`src/rtl/bole_pkg.sv`:
```
`timescale 1ns / 1ps
package bole_pkg;

	localparam int CAPACITY_DEF = 64;
	localparam int LEN_W        = 7;
	localparam int DATA_W       = 32;

	typedef enum logic [3:0] {
		CMD_SET    = 4'd0,
		CMD_FRONT  = 4'd1,
		CMD_END    = 4'd2,
		CMD_AFTER  = 4'd3,
		CMD_BEFORE = 4'd4,
		CMD_DEL    = 4'd5,
		CMD_REV    = 4'd6,
		CMD_SEARCH = 4'd7,
		CMD_READ   = 4'd8
	} cmd_e;

	typedef enum logic [1:0] {
		STAT_OK        = 2'd0,
		STAT_NOT_FOUND = 2'd1,
		STAT_EMPTY     = 2'd2,
		STAT_FULL      = 2'd3
	} status_e;

	typedef enum logic [1:0] {
		ST_IDLE,
		ST_CMP,
		ST_APPLY,
		ST_READ
	} state_e;

	// per-cell operation on the stored element
	typedef enum logic [2:0] {
		OP_HOLD,
		OP_SET0,
		OP_INS,
		OP_DEL,
		OP_ROT_DN,
		OP_ROT_UP
	} cell_op_e;

	// which cells sit at or above the insert/delete position
	typedef enum logic [2:0] {
		GE_ALL,
		GE_TAIL,
		GE_PRE,
		GE_PRE_INCL,
		GE_NSUF,
		GE_NSUF_INCL
	} ge_sel_e;

	typedef struct packed {
		cell_op_e           op;
		ge_sel_e            ge_sel;
		logic [DATA_W-1:0]  value;
		logic [DATA_W-1:0]  wrap;
		logic [LEN_W-1:0]   len;
	} cell_ctl_t;

	typedef struct packed {
		logic [3:0]          cmd;
		logic signed [31:0]  value;
		logic signed [31:0]  key;
	} in_t;

	typedef struct packed {
		logic [1:0]          status;
		logic                found;
		logic [6:0]          count;
		logic signed [31:0]  element;
		logic                last_of_run;
	} out_t;

endpackage

```
`src/rtl/bole_cell.sv`:
```
`timescale 1ns / 1ps
module bole_cell #(
	parameter int IDX = 0
) (
	input  logic                        clk,
	input  logic                        arst_n,
	input  bole_pkg::cell_ctl_t         ctl,
	input  logic [bole_pkg::DATA_W-1:0] cmp_x,
	input  logic [bole_pkg::DATA_W-1:0] left_elem,
	input  logic                        left_ge,
	input  logic [bole_pkg::DATA_W-1:0] right_elem,
	input  logic                        pre_in,
	input  logic                        suf_in,
	output logic [bole_pkg::DATA_W-1:0] elem,
	output logic                        ge,
	output logic                        pre_out,
	output logic                        suf_out
);

	logic [bole_pkg::DATA_W-1:0] elem_q;
	logic                        match_q;
	logic                        valid;
	logic                        is_last;

	assign valid   = ctl.len > bole_pkg::LEN_W'(IDX);
	assign is_last = ctl.len == bole_pkg::LEN_W'(IDX + 1);
	assign elem    = elem_q;

	// pass match summaries along the row in both directions
	assign pre_out = pre_in | match_q;
	assign suf_out = suf_in | match_q;

	// decide whether this cell lies at or above the edit position
	always_comb begin
		case (ctl.ge_sel)
			bole_pkg::GE_ALL:       ge = 1'b1;
			bole_pkg::GE_TAIL:      ge = !valid;
			bole_pkg::GE_PRE:       ge = pre_in;
			bole_pkg::GE_PRE_INCL:  ge = pre_in | match_q;
			bole_pkg::GE_NSUF:      ge = !suf_in;
			bole_pkg::GE_NSUF_INCL: ge = !(suf_in | match_q);
			default:                ge = 1'b0;
		endcase
	end

	// register the compare against the held search value
	always_ff @(posedge clk or negedge arst_n) begin
		if (!arst_n) begin
			match_q <= 1'b0;
		end else begin
			match_q <= valid && (elem_q == cmp_x);
		end
	end

	// set, shift, insert, drop or rotate the stored element
	always_ff @(posedge clk) begin
		case (ctl.op)
			bole_pkg::OP_SET0: begin
				if (IDX == 0) elem_q <= ctl.value;
			end
			bole_pkg::OP_INS: begin
				if (ge) elem_q <= left_ge ? left_elem : ctl.value;
			end
			bole_pkg::OP_DEL: begin
				if (ge) elem_q <= right_elem;
			end
			bole_pkg::OP_ROT_DN: begin
				elem_q <= is_last ? ctl.wrap : right_elem;
			end
			bole_pkg::OP_ROT_UP: begin
				elem_q <= (IDX == 0) ? ctl.wrap : left_elem;
			end
			default: begin
				elem_q <= elem_q;
			end
		endcase
	end

endmodule

```
`config.mk`:
```
export PLATFORM = sky130hd
export DESIGN_NAME = bole_cell
export DESIGN_NICKNAME = d
export VERILOG_FILES = /design/src/rtl/bole_pkg.sv /design/src/rtl/bole_cell.sv
export SDC_FILE = /design/constraint.sdc
export NUM_CORES = 1
export LEC_CHECK = 0
export BUFFER_PORTS_ARGS = -buffer_cell sky130_fd_sc_hd__buf_2
export CAP_MARGIN = 20
export CORE_MARGIN = 10
export CORE_UTILIZATION = 43
export CTS_BUF_LIST = sky130_fd_sc_hd__clkbuf_2
export CTS_CLUSTER_SIZE = 28
export DETAILED_ROUTE_END_ITERATION = 7
export HOLD_SLACK_MARGIN = 0.03
export PLACE_DENSITY = 0.93
export SYNTH_ARGS = -nofsm -noshare
export SYNTH_HDL_FRONTEND = slang
export SYNTH_SLANG_ARGS = --single-unit
```
`constraint.sdc`:
```
create_clock -name clk -period 2.6 [get_ports clk]
set_input_delay 0.13 -clock clk [delete_from_list [all_inputs] [get_ports clk]]
set_output_delay 0.13 -clock clk [all_outputs]
set_load 0.01 [all_outputs]
```
== After elaboration in Yosys (flattened, before gate mapping) ==
Cells that the tools add are included.

* Bits in registers: 33
* Bits in latches: 0
* RAM bits: 0
* Memory bits (read-only): 0
* Input bits: 178
* Output and inout port bits: 35
* Logic and storage cells: 32
* Memories: 0

* Add/sub/neg operators: 0
* Multipliers: 0
* Divide/modulo/power cells: 0
* Order comparisons: 1
* Equality and inequality tests: 14
* Shift operators: 0
* Multiplexer cells: 6
* Bitwise logic cells: 2
* Reductions and logical operators: 7

{| class="wikitable"
|+ Operators by type and width
! operator !! count
|-
| 32-bit case mux with 5 select lines || 1
|-
| 32-bit 2-to-1 mux || 4
|-
| 32-bit equality test || 1
|-
| 3-bit by 2-bit equality test with 1-bit output, second input constant || 4
|-
| 3-bit equality test, second input constant || 4
|-
| 7-bit by 1-bit equality test with 1-bit output, second input constant || 1
|-
| 7-bit by 1-bit > comparator with 1-bit output, second input constant || 1
|-
| 3-bit by 1-bit equality test with 1-bit output, second input constant || 2
|-
| 1-bit case mux with 6 select lines || 1
|-
| 5-bit nonzero test || 1
|-
| 2-bit inequality test, second input constant || 2
|-
| 1-bit logical NOT || 3
|-
| 3-bit logical NOT || 1
|-
| 3-bit AND reduction || 1
|-
| 1-bit OR || 2
|-
| 1-bit logical AND || 1
|}

== Depth between registers and ports, before layout ==
Gate-level depths: netlist (run 1).

* Depth after elaboration: 5
* Depth in mapped cells: 7
* Gate-level depth less buffers: 4

== Worst setup path after synthesis (run 1) ==
Ideal clock, no wire load.

* Path kind: input to register
* Start: in ctl[74] (netlist bit)
* End: reg elem_q, in the netlist elem[0], enable pin
* Setup time: 430 ps
* Data arrival time: 2276 ps
* Data required time: 2170 ps
* Path slack: -106 ps
* Stages on the path: 5
* Buffers on the path: 3
* Cell sequence: buf_2 > buf_4 > buf_2 > nor2_1 > o2bb2ai_1

* Cells in the longest elaborated chain, start to end: 3
* Elaborated cells between the ends (all ways): 9
* Those cells by class: eq/ne: 7; reduce/logical: 2

{| class="wikitable"
|+ RTL lines
! what !! line !! source
|-
| start, declared || bole_cell.sv:7 || <nowiki>input bole_pkg::cell_ctl_t ctl,</nowiki>
|-
| 3-bit by 2-bit equality test with 1-bit output, or another cell as far along || bole_cell.sv:57 || <nowiki>case (ctl.op)</nowiki>
|-
| 5-bit nonzero test (no source line) or 2-bit inequality test (tied branches) || n/a ||
|-
| 3-bit AND reduction (no source line) * || n/a ||
|-
| end signal, assigned || bole_cell.sv:59 || <nowiki>if (IDX == 0) elem_q <= ctl.value;</nowiki>
|-
| end signal, assigned || bole_cell.sv:62 || <nowiki>if (ge) elem_q <= left_ge ? left_elem : ctl.value;</nowiki>
|-
| end signal, assigned || bole_cell.sv:65 || <nowiki>if (ge) elem_q <= right_elem;</nowiki>
|-
| end, declared || bole_cell.sv:20 || <nowiki>logic [bole_pkg::DATA_W-1:0] elem_q;</nowiki>
|}

Mark *: on every way between the ends. The rest lies on a longest branch, timed or not.
A chain may end at the register's enable or synchronous reset.

== Final worst setup path (run 1) ==
* Start: reg match_q
* End: reg elem_q, in the netlist elem[26], enable pin

* Cells in the longest elaborated chain, start to end: 5
* Elaborated cells between the ends (all ways): 7
* Those cells by class: eq/ne: 2; mux: 1; bitwise: 2; reduce/logical: 2

{| class="wikitable"
|+ RTL lines
! what !! line !! source
|-
| start, declared || bole_cell.sv:21 || <nowiki>logic match_q;</nowiki>
|-
| start signal, assigned || bole_cell.sv:51 || <nowiki>match_q <= valid && (elem_q == cmp_x);</nowiki>
|-
| 1-bit OR || bole_cell.sv:41 || <nowiki>bole_pkg::GE_NSUF_INCL: ge = !(suf_in | match_q);</nowiki>
|-
| 1-bit logical NOT || bole_cell.sv:41 ||
|-
| 1-bit case mux with 6 select lines * || bole_cell.sv:35 || <nowiki>case (ctl.ge_sel)</nowiki>
|-
| 2-bit inequality test (no source line) || n/a ||
|-
| 3-bit AND reduction (no source line) * || n/a ||
|}

Marks and branches as above.

==> flow_summary.ini, run 1 <==
[final_layout]
area_delta_synth_final_pct = 44.7
final_layout_size_suffix_gt1_frac = 0.442
design.final.nets = 720
n_fill_cell = 622
most-common-layout-cells = sky130_fd_sc_hd__buf_2, sky130_fd_sc_hd__nand2_1
layout.cells.most_common = sky130_fd_sc_hd__buf_2
final_instance_area_um2 = 4520

[floorplanning]
top_level_ports = 213
die_area_um2 = 11100
fp.coreArea_um2 = 7140
start_util = 0.437
dieWidth_um = 105
row_count = 31
die_h_um = 105

[global_routing]
number_of_antenna_violations_at_the_first_check_in_global_routing = 1
total_global_routing_track_utilization = 0.231
grt-busiest-layer = met2
grt_use_met1 = 0.249
grt_start_max_net_pins = 36
first_global_vias = 3931
use_met3 = 0.0608
use_met2 = 0.407
gr-total-overflow = 0
grt_pass1_wl_um = 20800

[drt]
drc = 0
dr.pass1.iters = 5
postRouteWirelength_um = 13600
route.detailed.vias_per_inst = 5.73
wire_per_inst_um = 21.2
drt.antenna.violating_nets = 0
drt-initial-drc-count = 237
num_vias = 3685

[yosys]
yosys_reg_bits = 33
yosysUniqueCellTypes = 31
syn_nets = 495
syn_avg_cell_area_um2 = 9.85
synth-seq-area-share = 0.316
syn-instance-count = 317
synthTopCellsByArea = sky130_fd_sc_hd__edfxtp_1, sky130_fd_sc_hd__mux2i_1, sky130_fd_sc_hd__a22o_1, sky130_fd_sc_hd__xor2_1, sky130_fd_sc_hd__a22oi_1
synth_top_flop_cell = sky130_fd_sc_hd__edfxtp_1
syn_area_um2 = 3120
synth_top_area_cell = sky130_fd_sc_hd__edfxtp_1
proportion_of_netlist_area_held_by_the_largest_area_contributor = 0.308
postSynth.asyncResetShare = 0.0303
synth.yosys.warnings = 0
synth_enable_flop_cells = 32

[sta]
setup_viol_count_final = 0
slew_headroom = 0.321
slew_of_the_pin_with_the_lowest_slew_margin_ns = 1.02
timing.final.ws_setup_ns = 0.758
fin_worst_hold_slack_ns = 0.0476
skew_ns = 0.0224
slew_viol_final = 0
setup_tns_ns = 0
timing.final.crit_share = 0.709
maxClockFrequency_mhz = 543
endpoints_failing_hold = 0
grt_setup_unrepaired = false
post-route-min-period_ns = 1.84

[cts]
cts_tree = built
clock_tree.root_cell = sky130_fd_sc_hd__clkbuf_2
cts.reportedPaths.clkPinSlew_ns = 0.20
cts_num_sinks = 33
clockBufferDepth = 2
clock_latency_ns = 0.39
cts.repair.resized = 0
clock_tree.htree_level_count = 2
cts_inserted_buffers = 5
post_cts.repair.setup_buffers = 0

[worst_setup_path]
end_kind = flip-flop
worst_r2r_path_depth = 4
setup.reg_to_reg.worst_slack_ns = 0.76
timing.critical_path.required_ns = 2.62
path_class = flip-flop to flip-flop
regToRegStartpoint = match_q$_DFF_PN0_
arrival_ns = 1.86
worst-path-max-fanout = 32
worst_setup_path_start_kind = flip-flop
r2r-end = elem[26]$_DFFE_PP_

[worst_hold_path]
worst_hold_path.num_cells = 3
hold_class = primary input to flip-flop
worst_hold_path.endpoint = elem[6]$_DFFE_PP_
hold_path_startpoint = left_elem[6]

[place]
count_of_input_and_output_buffers = 212
dpl_worst_slack_ns = 0.649
place_hpwl_um = 10600
globalplace.congestion = 0.916
placement.cell_area_um2 = 4210

[run_status]
run_status = complete, no violations

[pwr]
leakage_nw = 2.23
power_density_nw_per_um2 = 364
power_mw = 1.64
worst_ir_drop_vdd_uv = 149

[run]
cap_violations = 0
-- cell families (layout without fill, tap and decap cells) --
kind of cell    Yosys count  count (layout)  synth area share
compound gates          102             102             0.258
simple gates             90              90             0.174
flops                    33              33             0.316
xor+xnor                 32              32            0.0898
mux                      32              32             0.103
buf+inv                  28             254            0.0605
other cells               0               1                 0
-- cells in the mapped netlist, types with 2 or more instances --
cell	instances
sky130_fd_sc_hd__nand2_1	33
sky130_fd_sc_hd__a22o_1	32
sky130_fd_sc_hd__a22oi_1	32
sky130_fd_sc_hd__edfxtp_1	32
sky130_fd_sc_hd__mux2i_1	32
sky130_fd_sc_hd__o211ai_1	32
sky130_fd_sc_hd__xor2_1	32
sky130_fd_sc_hd__and2b_1	14
sky130_fd_sc_hd__nor2b_1	14
sky130_fd_sc_hd__buf_2	10
sky130_fd_sc_hd__nor4_1	8
sky130_fd_sc_hd__buf_6	7
sky130_fd_sc_hd__and2b_4	6
sky130_fd_sc_hd__clkbuf_1	6
sky130_fd_sc_hd__buf_4	5
sky130_fd_sc_hd__nor2_1	4
sky130_fd_sc_hd__a21oi_1	2
sky130_fd_sc_hd__nand4_1	2
sky130_fd_sc_hd__or2_2	2
-- through the flow --
step	util	instances
2_1_floorplan	-	317
3_3_place_gp	0.587	606
3_5_place_dp	0.589	607
4_1_cts	0.631	641
5_1_grt	0.633	643
6_report	0.633	643
-- worst max-delay path by stage --
stage | startpoint | to | slack [ns] | cells after the start
2_1_floorplan | ctl[74] | elem[0]$_DFFE_PP_ | 0.58 | 5
3_3_place_gp | ctl[1] | elem[21]$_DFFE_PP_ | 0.69 | 5
3_5_place_dp | ctl[1] | elem[21]$_DFFE_PP_ | 0.65 | 5
4_1_cts | match_q$_DFF_PN0_ | elem[8]$_DFFE_PP_ | 0.77 | 4
5_1_grt | match_q$_DFF_PN0_ | elem[6]$_DFFE_PP_ | 0.65 | 4
6_report | match_q$_DFF_PN0_ | elem[26]$_DFFE_PP_ | 0.76 | 4
-- worst max-delay path: stages (launching register included) --
cell                        delay (ns)
sky130_fd_sc_hd__dfrtp_1          0.44
sky130_fd_sc_hd__a21o_1           0.16
sky130_fd_sc_hd__a21oi_1          0.13
sky130_fd_sc_hd__o22a_1           0.25
sky130_fd_sc_hd__o2bb2ai_4        0.48
-- metal layers --
layer / routed length, um / share of wire
met1: 5040 / 0.37
met5: 0 / 0
met2: 6910 / 0.51
met4: 590 / 0.043
met3: 1100 / 0.081
-- state kept, by name, summed over array words and instances, names as in the netlist --
register,cells
match_q,1
elem,32
-- repair_timing --
action                                  4_1_cts  5_1_grt
hold buffers                                 26        1
hold endpoints to repair                     25        1
endpoints found under the setup margin        0        0
-- where the power goes --
part,internal (mW),switching (mW),leakage (nW)
Clock,0.0589,0.193,0.0278
Combinational,0.327,0.324,1.88
Sequential,0.677,0.0646,0.323
Total,1.06,0.582,2.23
-- final cells by class --
cell class / instances / area, um^2 / share of cell area
Multi-Input combinational cell: 256 / 1980 / 0.437
Clock inverter: 3 / 12.5 / 0.00277
Antenna cell: 1 / 2.50 / 0.000554
Sequential cell: 33 / 986 / 0.218
Timing Repair Buffer: 246 / 1390 / 0.308
Tap cell: 99 / 124 / 0.0274
Clock buffer: 5 / 25.0 / 0.00554
Power figures use the tool's default switching activity.
==> run 2, diff against run 1 <==
- CORE_UTILIZATION: 43 -> 39
- PLACE_DENSITY: 0.93 -> 0.89
- clock period: 2.6 -> 1.6 ns (I/O delays scaled with it)
==> run 2 against run 1 <==
The flow now finishes with violations (setup timing). Clock power is 58% higher. Highest routed layer unchanged. Register-to-register slack worse by 0.77 ns. Non-clock buffer count is 38 higher. Sequential share of layout area is 2.1 points lower. Combinational power is 81% higher.
==> flow_summary.ini, run 2 (synthesized netlist as in run 1, its figures left out) <==
[cts]
cts_tree = built
cts_inserted_buffers = 5
clock_latency_ns = 0.38
clock_tree.htree_level_count = 2
cts_num_sinks = 33
clockBufferDepth = 2
cts.reportedPaths.clkPinSlew_ns = 0.18
clock_tree.root_cell = sky130_fd_sc_hd__clkbuf_2

[global_routing]
first_global_vias = 3847
number_of_antenna_violations_at_the_first_check_in_global_routing = 4
gr-total-overflow = 0
grt_start_max_net_pins = 37
grt_pass1_wl_um = 20100
total_global_routing_track_utilization = 0.215

[sta]
slew_of_the_pin_with_the_lowest_slew_margin_ns = 0.445
setup_viol_count_final = 8
post-route-min-period_ns = 1.61
grt_setup_unrepaired = true
timing.final.crit_share = 1.01
timing.final.ws_setup_ns = -0.0108
endpoints_failing_hold = 0
maxClockFrequency_mhz = 621
skew_ns = 0.0229
setup_tns_ns = -0.0766
slew_headroom = 0.700
slew_viol_final = 0
fin_worst_hold_slack_ns = 0.0392

[drt]
dr.pass1.iters = 6
postRouteWirelength_um = 14600
wire_per_inst_um = 21.2
route.detailed.vias_per_inst = 5.59
num_vias = 3847
drc = 0
drt-initial-drc-count = 287
drt.antenna.violating_nets = 0

[worst_setup_path]
end_kind = flip-flop
path_class = flip-flop to flip-flop
timing.critical_path.required_ns = 1.70
worst-path-max-fanout = 14
arrival_ns = 1.71
worst_setup_path_start_kind = flip-flop

[run_status]
run_status = complete, but fails checks
failed_checks = setup timing

[floorplanning]
die_area_um2 = 12000
row_count = 32
die_h_um = 109
start_util = 0.402
dieWidth_um = 109
top_level_ports = 213
fp.coreArea_um2 = 7770

[final_layout]
final_layout_size_suffix_gt1_frac = 0.470
design.final.nets = 758
layout.cells.most_common = sky130_fd_sc_hd__buf_2
final_util = 0.643
final_instance_area_um2 = 4990
area_delta_synth_final_pct = 59.9
n_fill_cell = 648
final-instance-count-excl-fill = 688
most-common-layout-cells = sky130_fd_sc_hd__buf_2, sky130_fd_sc_hd__dlygate4sd3_1, sky130_fd_sc_hd__nand2_1
largest_register_ff_count = 32

[run]
cap_violations = 0

[place]
globalplace.congestion = 0.910
count_of_input_and_output_buffers = 212
place_hpwl_um = 10900
placement.cell_area_um2 = 4380
placedCellCount = 624

[pwr]
leakage_nw = 2.46
power_density_nw_per_um2 = 555
worst_ir_drop_vdd_uv = 284

[worst_hold_path]
hold_class = primary input to flip-flop
-- run 2: cell count changes in the layout (fill, tap and decap cells not counted), sizes merged --
cell	previous run	this run
diode	1	5
clkinv	3	2
dlygate4sd3	27	39
clkbuf	5	8
buf	219	243
-- run 2: worst paths after layout --
| path | from | end | slack [ns] | depth (start not counted) |
|---|---|---|---|---|
| setup / recovery | match_q$_DFF_PN0_ | elem[24]$_DFFE_PP_ | -0.01 | 5 |
| hold / removal | ctl[59] | elem[20]$_DFFE_PP_ | 0.04 | 3 |
| setup reg to reg | match_q$_DFF_PN0_ | elem[24]$_DFFE_PP_ | -0.01 | 5 |
| hold reg to reg | elem[17]$_DFFE_PP_ | match_q$_DFF_PN0_ | 0.74 | 4 |
| max in group asynchronous | arst_n | match_q$_DFF_PN0_ | 0.95 | 3 |
| min in group asynchronous | arst_n | match_q$_DFF_PN0_ | 0.53 | 3 |
-- run 2: worst max-delay path: stages, from the launching register on --
cell and delay [ns]:
sky130_fd_sc_hd__dfrtp_1 0.45, sky130_fd_sc_hd__a21o_1 0.18, sky130_fd_sc_hd__a21oi_2 0.13, sky130_fd_sc_hd__o22a_2 0.21
sky130_fd_sc_hd__o2bb2ai_4 0.17, sky130_fd_sc_hd__buf_12 0.18
-- run 2: layout make-up --
cell class / count / area [um^2] / share of cell area
flip-flops and latches: 33 / 986 / 0.198
clock inverters: 2 / 10.0 / 0.00201
repair buffers: 284 / 1820 / 0.365
diodes: 5 / 12.5 / 0.00251
clock buffers: 6 / 30.0 / 0.00602
well taps: 102 / 128 / 0.0256
multi-input cells: 256 / 2000 / 0.401
-- run 2: layer usage --
layer  track usage  wire [um]  share of wire
met3        0.0568       1460           0.10
met2         0.383       7090           0.49
met5             0          0              0
met1         0.235       5370           0.37
met4        0.0929        669          0.046
-- run 2: through the flow --
stage / setup WS [ns] / power, mW
CTS: 0.00878 / 2.75
detailed placement: 0.0508 / 2.28
global placement: 0.0852 / 2.25
floorplan: 0.0282 / 1.71
finish: -0.0108 / 2.77
global route: -0.0515 / 2.91
-- run 2: repair_timing --
| item | CTS | global route |
|---|---|---|
| hold buffers | 36 | 3 |
| setup endpoints to repair | 0 | 36 |
| endpoints found under the hold margin | 31 | 3 |
| resized for setup | 0 | 11 |
| buffers inserted | 0 | 10 |
-- run 2: power by group --
part / total (mW) / switching [mW] / internal, mW
Sequential: 1.19 / 0.0948 / 1.10
Clock: 0.397 / 0.288 / 0.110
Combinational: 1.18 / 0.563 / 0.615
Total: 2.77 / 0.945 / 1.82
==> run 3, diff against run 2 <==
- RECOVER_POWER: unset -> 100
==> run 3 against run 2 <==
The flow still finishes with violations (setup timing). Wire length grew 0.31%. Flip-flop and latch count is the same. Non-clock buffer count is the same. Largest cell class unchanged. Worst setup slack lost 0.0063 ns. Highest routed layer unchanged. Clock-buffer cell count is the same. Sequential share of layout area grew 0.38 points. Die area is the same. Cell count is the same. Sequential power is essentially flat.
==> flow_summary.ini, run 3 (synthesized netlist as in run 1, its figures left out) <==
[sta]
timing.final.crit_share = 1.01
grt_setup_unrepaired = true
timing.final.ws_setup_ns = -0.0172
slew_of_the_pin_with_the_lowest_slew_margin_ns = 0.482
maxClockFrequency_mhz = 618
fin_worst_hold_slack_ns = 0.0383
post-route-min-period_ns = 1.62
slew_headroom = 0.679
endpoints_failing_hold = 0
skew_ns = 0.0230
setup_tns_ns = -0.122
slew_viol_final = 0
setup_viol_count_final = 16

[floorplanning]
start_util = 0.402
row_count = 32
dieWidth_um = 109
fp.coreArea_um2 = 7770
die_area_um2 = 12000
die_h_um = 109
top_level_ports = 213

[drt]
wire_per_inst_um = 21.3
dr.pass1.iters = 5
drt-initial-drc-count = 328
num_vias = 3839
route.detailed.vias_per_inst = 5.58
drt.antenna.violating_nets = 0
postRouteWirelength_um = 14600
drc = 0

[worst_setup_path]
end_kind = flip-flop
setup.reg_to_reg.worst_slack_ns = -0.01
worst-path-max-fanout = 7
path_class = primary input to flip-flop
arrival_ns = 1.78
timing.critical_path.required_ns = 1.76
worst_setup_path_start_kind = primary input

[cts]
clock_latency_ns = 0.38
cts.reportedPaths.clkPinSlew_ns = 0.18
clock_tree.htree_level_count = 2
clock_tree.root_cell = sky130_fd_sc_hd__clkbuf_2
clockBufferDepth = 2
cts_inserted_buffers = 5
cts_num_sinks = 33
cts_tree = built

[pwr]
worst_ir_drop_vdd_uv = 284
power_mw = 2.74
seq_power_share = 0.437
leakage_nw = 2.33
power.share.switching = 0.347
clock_power_share = 0.145
internal_power_mw = 1.79
p_switching_mw = 0.951
comb_power_share = 0.418
power_density_nw_per_um2 = 560

[global_routing]
number_of_antenna_violations_at_the_first_check_in_global_routing = 4
grt_pass1_wl_um = 20100
first_global_vias = 3847
total_global_routing_track_utilization = 0.215
grt_start_max_net_pins = 37
gr-total-overflow = 0

[final_layout]
final_layout_size_suffix_gt1_frac = 0.403
layout.cells.most_common = sky130_fd_sc_hd__buf_2
largest_register_ff_count = 32
final-instance-count-excl-fill = 688
final_util = 0.630
design.final.nets = 758
most-common-layout-cells = sky130_fd_sc_hd__buf_2, sky130_fd_sc_hd__clkbuf_1, sky130_fd_sc_hd__dlygate4sd3_1, sky130_fd_sc_hd__nand2_1
area_delta_synth_final_pct = 56.9

[place]
count_of_input_and_output_buffers = 212
globalplace.congestion = 0.910
placedCellCount = 624
place_hpwl_um = 10900

[worst_hold_path]
hold_class = primary input to flip-flop

[run_status]
run_status = complete, but fails checks
failed_checks = setup timing

[run]
cap_violations = 0
## run 3: cell count changes in the layout (fill, tap and decap cells not counted), sizes merged
cell,delta
clkbuf,+43
buf,-43
## run 3: area by class of cell
| cell class | count | area [um^2] |
|---|---|---|
| Fill cell | 677 | 2870 |
| Multi-Input combinational cell | 256 | 2000 |
| Timing Repair Buffer | 284 | 1730 |
| Sequential cell | 33 | 986 |
| Tap cell | 102 | 128 |
| Clock buffer | 6 | 30.0 |
| Antenna cell | 5 | 12.5 |
| Clock inverter | 2 | 10.0 |
## run 3: timing repair
action / in CTS / in global routing
endpoints found under the setup margin: 0 / 36
hold buffers: 36 / 3
setup buffers: 0 / 10
endpoints found under the hold margin: 31 / 3
resized for setup: 0 / 11
## run 3: power by group through the flow
stage                     Clock (mW)  Combinational [mW]  Sequential (mW)
after floorplan                    0               0.463             1.25
after global placement             0                1.04             1.21
after detailed placement           0                1.07             1.21
after CTS                      0.404                1.15             1.19
after global routing           0.439                1.24             1.21
final                          0.396                1.15             1.20
## run 3: path summary, 6_finish.rpt
check,startpoint,endpoint,cells past startpoint
max,ctl[1],elem[29]$_DFFE_PP_,8
min,ctl[50],elem[11]$_DFFE_PP_,3
max reg2reg,match_q$_DFF_PN0_,elem[24]$_DFFE_PP_,5
min reg2reg,elem[17]$_DFFE_PP_,match_q$_DFF_PN0_,4
max in group asynchronous,arst_n,match_q$_DFF_PN0_,3
min in group asynchronous,arst_n,match_q$_DFF_PN0_,3
## run 3: metal layers
| metal | global-route usage | wire [um] | vias to the layer above |
|---|---|---|---|
| met5 | 0 | 0 | - |
| met4 | 0.0929 | 667 | 0 |
| met3 | 0.0568 | 1400 | 54 |
| met2 | 0.383 | 7050 | 253 |
| met1 | 0.235 | 5510 | 1782 |
| li1 | - | - | 1750 |
## run 3: metrics by stage
step	area (um^2)	setup slack [ns]
floorplan	3140	0.0282
finish	4900	-0.0172
detailed placement	4380	0.0508
global route	4900	-0.0515
CTS	4780	0.00878
global placement	4380	0.0852
## run 3: critical path, cell delays in order
cell and delay [ns]:
sky130_fd_sc_hd__clkbuf_1 0.09, sky130_fd_sc_hd__nor4_4 0.27, sky130_fd_sc_hd__clkbuf_1 0.16, sky130_fd_sc_hd__nand3_4 0.10, sky130_fd_sc_hd__buf_16 0.16, sky130_fd_sc_hd__mux2i_2 0.19
sky130_fd_sc_hd__o211ai_1 0.12, sky130_fd_sc_hd__dlygate4sd3_1 0.58
